File: config.mk
export PLATFORM = sky130hd
export DESIGN_NAME = nsa_vc_scan
export DESIGN_NICKNAME = d
export VERILOG_FILES = /design/src/sv/nsa_pkg.sv /design/src/sv/nsa_vc_scan.sv
export SDC_FILE = /design/constraint.sdc
export NUM_CORES = 1
export LEC_CHECK = 0
export BUFFER_PORTS_ARGS = -buffer_cell sky130_fd_sc_hd__buf_2
export CAP_MARGIN = 20
export CELL_PAD_IN_SITES_DETAIL_PLACEMENT = 1
export CELL_PAD_IN_SITES_GLOBAL_PLACEMENT = 1
export CORE_ASPECT_RATIO = 0.8
export CORE_MARGIN = 1
export CORE_UTILIZATION = 27
export DETAILED_ROUTE_END_ITERATION = 8
export GPL_ROUTABILITY_DRIVEN = 0
export PLACE_DENSITY_LB_ADDON = 0.1
export SLEW_MARGIN = 15
export SYNTH_ARGS = -nofsm -noshare
export SYNTH_HDL_FRONTEND = slang
export SYNTH_SLANG_ARGS = --single-unit
File: constraint.sdc
create_clock -name vclk -period 1.87
set_clock_uncertainty 0.1 [all_clocks]
set_input_delay 0.187 -clock vclk [all_inputs]
set_output_delay 0.187 -clock vclk [all_outputs]
set_load 0.02 [all_outputs]
File: src/sv/nsa_pkg.sv
// package: sizes, payload types and helpers of the switch allocator
`timescale 1ns / 1ps
package nsa_pkg;
    localparam int NUM_IN_PORTS  = 5;
    localparam int NUM_OUT_PORTS = 5;
    localparam int NUM_VCS       = 16;
    localparam int VCS_PER_VNET  = 4;
    localparam int NUM_ENTRIES   = NUM_IN_PORTS * NUM_VCS;
    localparam int IP_W  = (NUM_IN_PORTS  > 1) ? $clog2(NUM_IN_PORTS)  : 1;
    localparam int OP_W  = (NUM_OUT_PORTS > 1) ? $clog2(NUM_OUT_PORTS) : 1;
    localparam int VC_W  = (NUM_VCS > 1) ? $clog2(NUM_VCS) : 1;
    localparam int IDX_W = $clog2(NUM_ENTRIES);
    localparam logic [31:0] AGE_NEVER = 32'hFFFF_FFFF;

    localparam logic OP_WRITE = 1'b0;
    localparam logic OP_TICK  = 1'b1;

    typedef struct packed {
        logic        operation;
        logic [2:0]  in_port;
        logic [3:0]  vc_index;
        logic        request;
        logic        has_credit;
        logic [2:0]  route_port;
        logic [31:0] enqueue_time;
        logic [3:0]  target_vc;
        logic        flit_is_tail;
    } in_beat_t;

    typedef struct packed {
        logic       grant_valid;
        logic [2:0] grant_out_port;
        logic [2:0] grant_in_port;
        logic [3:0] grant_in_vc;
        logic [3:0] grant_out_vc;
        logic       vc_freed;
        logic       last;
    } out_beat_t;

    typedef struct packed {
        logic [3:0]  vc;
        logic        req;
        logic        cred;
        logic [2:0]  route;
        logic [31:0] age;
    } vc_view_t;

    function automatic logic [IDX_W-1:0] entry_idx(input logic [IP_W-1:0] ip,
                                                   input logic [VC_W-1:0] vc);
        entry_idx = IDX_W'(int'(ip) * NUM_VCS + int'(vc));
    endfunction
endpackage

File: src/sv/nsa_vc_scan.sv
// per-cycle vc candidate check for one input port against its vnet siblings
`timescale 1ns / 1ps
module nsa_vc_scan
    import nsa_pkg::*;
(
    input  logic [3:0]     ordered_vnet_mask,
    input  logic [VC_W-1:0] vc,
    input  logic           req [VCS_PER_VNET],
    input  logic [2:0]     route [VCS_PER_VNET],
    input  logic [31:0]    age [VCS_PER_VNET],
    input  logic           sib_ok [VCS_PER_VNET],
    input  logic [2:0]     own_route,
    input  logic [31:0]    own_age,
    output logic           is_cand
);
    logic ordered;
    logic blocked;
    int   vnet;
    always_comb
    begin
        vnet    = int'(vc) / VCS_PER_VNET;
        ordered = (vnet < 4) ? ordered_vnet_mask[vnet[1:0]] : 1'b0;
        blocked = 1'b0;
        for (int k = 0; k < VCS_PER_VNET; k++)
        begin
            if (sib_ok[k] && req[k] && route[k] == own_route && age[k] < own_age)
                blocked = 1'b1;
        end
        is_cand = !ordered || !blocked;
    end
endmodule

# After elaboration in Yosys (flattened, before gate mapping)
# Cells that the tools add are included.
[classes] n_reduce_logical=15 eq_ne=4 n_mux=7 n_lt_le_gt_ge=6
[ops] op="$lt A32 B32 Y1" n=4
[ops] op="$eq A3 B3 Y1" n=4
[ops] op="$logic_and A1 B1 Y1" n=12
[ops] op="$lt A2 B3 Y1 const B" n=2
[ops] op="$mux W1" n=6
[ops] op="$bmux W1 S2" n=1
[ops] op="$logic_not A1 Y1" n=2
[ops] op="$logic_or A1 B1 Y1" n=1
[totals] word_cells=32 register_bits=0 input_bits=191 out_inout_bits=1

# Depth between registers and ports, before layout
[depth] ltp_word=9 mapped_depth=9 mapped_depth_nobuf=9

# Worst setup path before layout
# Ideal clock, no wire load.
[synth_path] kind="input -> output" startpoint="in own_age[21]" endpoint="out is_cand" slack_ns=-0.257 path_buffers=0 arrival_ns=1.840 required_time_ns=1.583 path_stages=9 cell_sequence="inv_1 > ha_1 > and3_1 > a221oi_1 > o221a_1 > a211o_1 > a31oi_1 > o21ai_1 > a211oi_2"
[synth_between] elab_chain_len=8 elab_cells_between_ends=14 cone_classes="4 x order compare; 4 x mux; 6 x reduce/logical"
[synth_rtl] element="from (decl)" line="nsa_vc_scan.sv:13" source="input logic [31:0] own_age,"
[synth_rtl] element="$lt A32 B32 Y1" line="nsa_vc_scan.sv:26" source="if (sib_ok[k] && req[k] && route[k] == own_route && age[k] < own_age)"
[synth_rtl] element="$logic_and A1 B1 Y1" line="nsa_vc_scan.sv:26"
[synth_rtl] element="$mux W1 (3 in a row)" line="nsa_vc_scan.sv:26"
[synth_rtl] element="$mux W1 *" line="nsa_vc_scan.sv:26"
[synth_rtl] element="$logic_not A1 Y1 *" line="nsa_vc_scan.sv:29" source="is_cand = !ordered || !blocked;"
[synth_rtl] element="$logic_or A1 B1 Y1 *" line="nsa_vc_scan.sv:29"
[synth_rtl] element="to (decl)" line="nsa_vc_scan.sv:14" source="output logic is_cand"
# Mark *: on every way between the ends. The rest lies on a longest branch, timed or not.

# Worst setup path after layout
# Same ends and word-level chain as after synthesis.

==> impl_metrics.toml <==
[clock_network]
cts_hold_buf = 0
cts_setup_buffers = 0

[worst_setup_path]
crit_chain = "buf_6 -> inv_4 -> buf_6 -> ha_4 -> and3_4 -> a221oi_2 -> o221a_1 -> a211o_1 -> a31oi_4 -> o21ai_2 -> a211oi_2 -> buf_4"
crit_start = "own_age[21]"
cp_top_family = "compound AO/OA/AOI/OAI gates"
path_class = "input pin to output pin"
endpoint_kind = "output pin"
crit_slowest_cell = "a211o_1"
worstPathRequired_ps = 1580
crit_buf_inv = 4
cp.arrival_ps = 2060
start_kind = "input pin"
path_max_fanout = 3
slowest_delay_ps = 330
path_common_cell = "buf_6"

[die]
io_pins = 192
start_util_pct = 28.1
core_um2 = 10400
num_rows = 33
die_h_um = 94.9
die_w_um = 118
dieArea_um2 = 11200

[global_routing]
grt_overflow = 0
grt_start_max_net_pins = 5
grt_pass1_vias = 3931
grt_pass1_wl_mm = 18.7
grt_antenna_before_repair = 1
grt_usage_pct = 20.7

[outcome]
violations = "setup timing"
status = "finished, violations left"

[synth]
yosysTopAreaCellShare_pct = 53.3
netlist_area_um2 = 2910
synth_top_area_cell = "ha_1"
ys_warn_count = 0
synth_common_cells = "ha_1 (124), a21oi_1 (34), inv_1 (31)"
synthDistinctLibCells = 38
synth_area_leaders = "ha_1 (53%), a21oi_1 (5.8%), inv_1 (4.0%)"
syn_inst = 361
ys_seq_area_share_pct = 0
syn_nets = 676
avgSynthCellArea_um2 = 8.07
synth_most_common_cell = "ha_1"

[min_path]
hold_class = "input pin to output pin"
hold_path.startpoint = "age[91]"
holdPathStages = 7
hold_end = "is_cand"

[placement]
portBuffers = 190
placed_area_um2 = 4480
dp_slack_ps = -647
hpwl_mm = 10.9
dp_cells = 750

[finish]
design.seq.count = 0
nNetsFinal = 926
design_area_um2 = 4830
drive_above_1_share_pct = 48.1
regArea_um2 = 0
clockBufferCount = 0
finalNonFillerCells = 750
area_growth_pct = 65.8

[detailed_routing]
postRouteWirelength_mm = 11.9
drt_pass1_iterations = 4
viasPerCell = 4.90
post_drt_wl_per_cell_um = 15.8
drt_iter0_markers = 62
antenna_left = 0
drc = 0
vias = 3675

[sta]
worst_hold_slack_ps = 1040
fin_crit_sh_pct = 126
maxSlewHeadroom_pct = 57.8
setup_viol_count_final = 1
fmax_ghz = 0.426
fin_crit_ps = 2350
worstMarginPinSlew_ps = 632
rsz0062_at_grt = "yes"
final_hold_viol_count = 0
finalWorstSetupSlack_ps = -480
drv_slew = 0

[power_and_ir_drop]
vdd_drop_max_v = 0.0000728
pwr_density_cell_nw_per_um2 = 222
power_mw = 1.07
p_leak_nw = 2.62

[flow_run]
cap_violations = 0
==> worst max path at each step <==
stage	endpoint	depth (start not counted)
global placement	is_cand	12
floorplan	is_cand	9
CTS	is_cand	12
global route	is_cand	11
detailed placement	is_cand	12
finish	is_cand	12
==> timing repair <==
action                                  CTS  global route
gates resized for setup                  30            49
endpoints found under the setup margin    1             1
cloned                                    0             0
endpoints found under the hold margin     0             0
pin swaps                                15            23
==> metrics by stage <==
stage          utilization, %  setup TNS [ps]
5_1_grt                  46.6            -600
4_1_cts                  44.5            -547
3_5_place_dp             43.2            -647
3_3_place_gp             43.2            -579
6_report                 46.6            -480
2_1_floorplan               -            -208
==> per-layer routing <==
| metal | global-route usage (%) | vias up | routed length (um) |
|---|---|---|---|
| met3 | 2.17 | 4 | 594 |
| met5 | 0 | - | 0 |
| li1 | - | 1903 | - |
| met4 | 1.60 | 0 | 66 |
| met2 | 38.4 | 110 | 5710 |
| met1 | 26.7 | 1658 | 5510 |
==> power by group <==
group	internal (mW)	switching (mW)
logic	0.563	0.507
clock network	0.0000000716	0
registers	0	0
total	0.563	0.507
==> cells in the final DEF (no fill, tap or decap), types with 2 or more instances in the layout <==
cell | netlist | routed
nand3_1 | 5 | 4
nor2b_1 | 6 | 6
inv_1 | 31 | 20
ha_4 | 0 | 12
buf_6 | 0 | 14
ha_1 | 124 | 112
o21ai_1 | 3 | 10
a21oi_1 | 34 | 32
nand2_1 | 22 | 19
nor4_1 | 3 | 2
nand2_2 | 0 | 2
a21oi_2 | 0 | 2
nor3_1 | 9 | 7
xor2_1 | 8 | 8
a211oi_1 | 4 | 2
nor2_1 | 19 | 18
o2111ai_1 | 3 | 3
a2111oi_1 | 1 | 3
inv_4 | 0 | 4
and4_1 | 2 | 2
o21ai_2 | 0 | 2
nand4_1 | 15 | 15
xnor2_1 | 4 | 4
buf_4 | 0 | 49
nor3b_1 | 3 | 3
a211o_1 | 2 | 2
o21ai_0 | 23 | 14
buf_2 | 0 | 185
nand4b_1 | 4 | 4
a211oi_2 | 1 | 3
inv_2 | 0 | 7
a21o_1 | 15 | 15
==> logic make-up (layout without fill, tap and decap cells) <==
logic type,count (synthesis),after routing,synth area share [%]
fa+ha+maj,124,124,53.3
mux,1,1,0.773
simple gates,91,91,16.1
compound gates,102,102,22.3
other cells,0,1,0
xor+xnor,12,12,3.61
buf+inv,31,279,3.99
==> worst min-delay path, delay by kind of cell <==
| kind | cells | cell delay [ps] |
|---|---|---|
| buffers and inverters | 2 | 230 |
| AO/OA/AOI/OAI | 2 | 160 |
| adder cells (fa/ha/maj) | 1 | 230 |
| AND/OR/NAND/NOR | 2 | 140 |
==> area by class of cell <==
type | count | area [um2]
diodes | 1 | 2.50
fillers | 1284 | 5540
inverters | 31 | 126
multi-input cells | 330 | 3070
well taps | 140 | 175
repair buffers | 248 | 1450
Power figures use the tool's default switching activity.
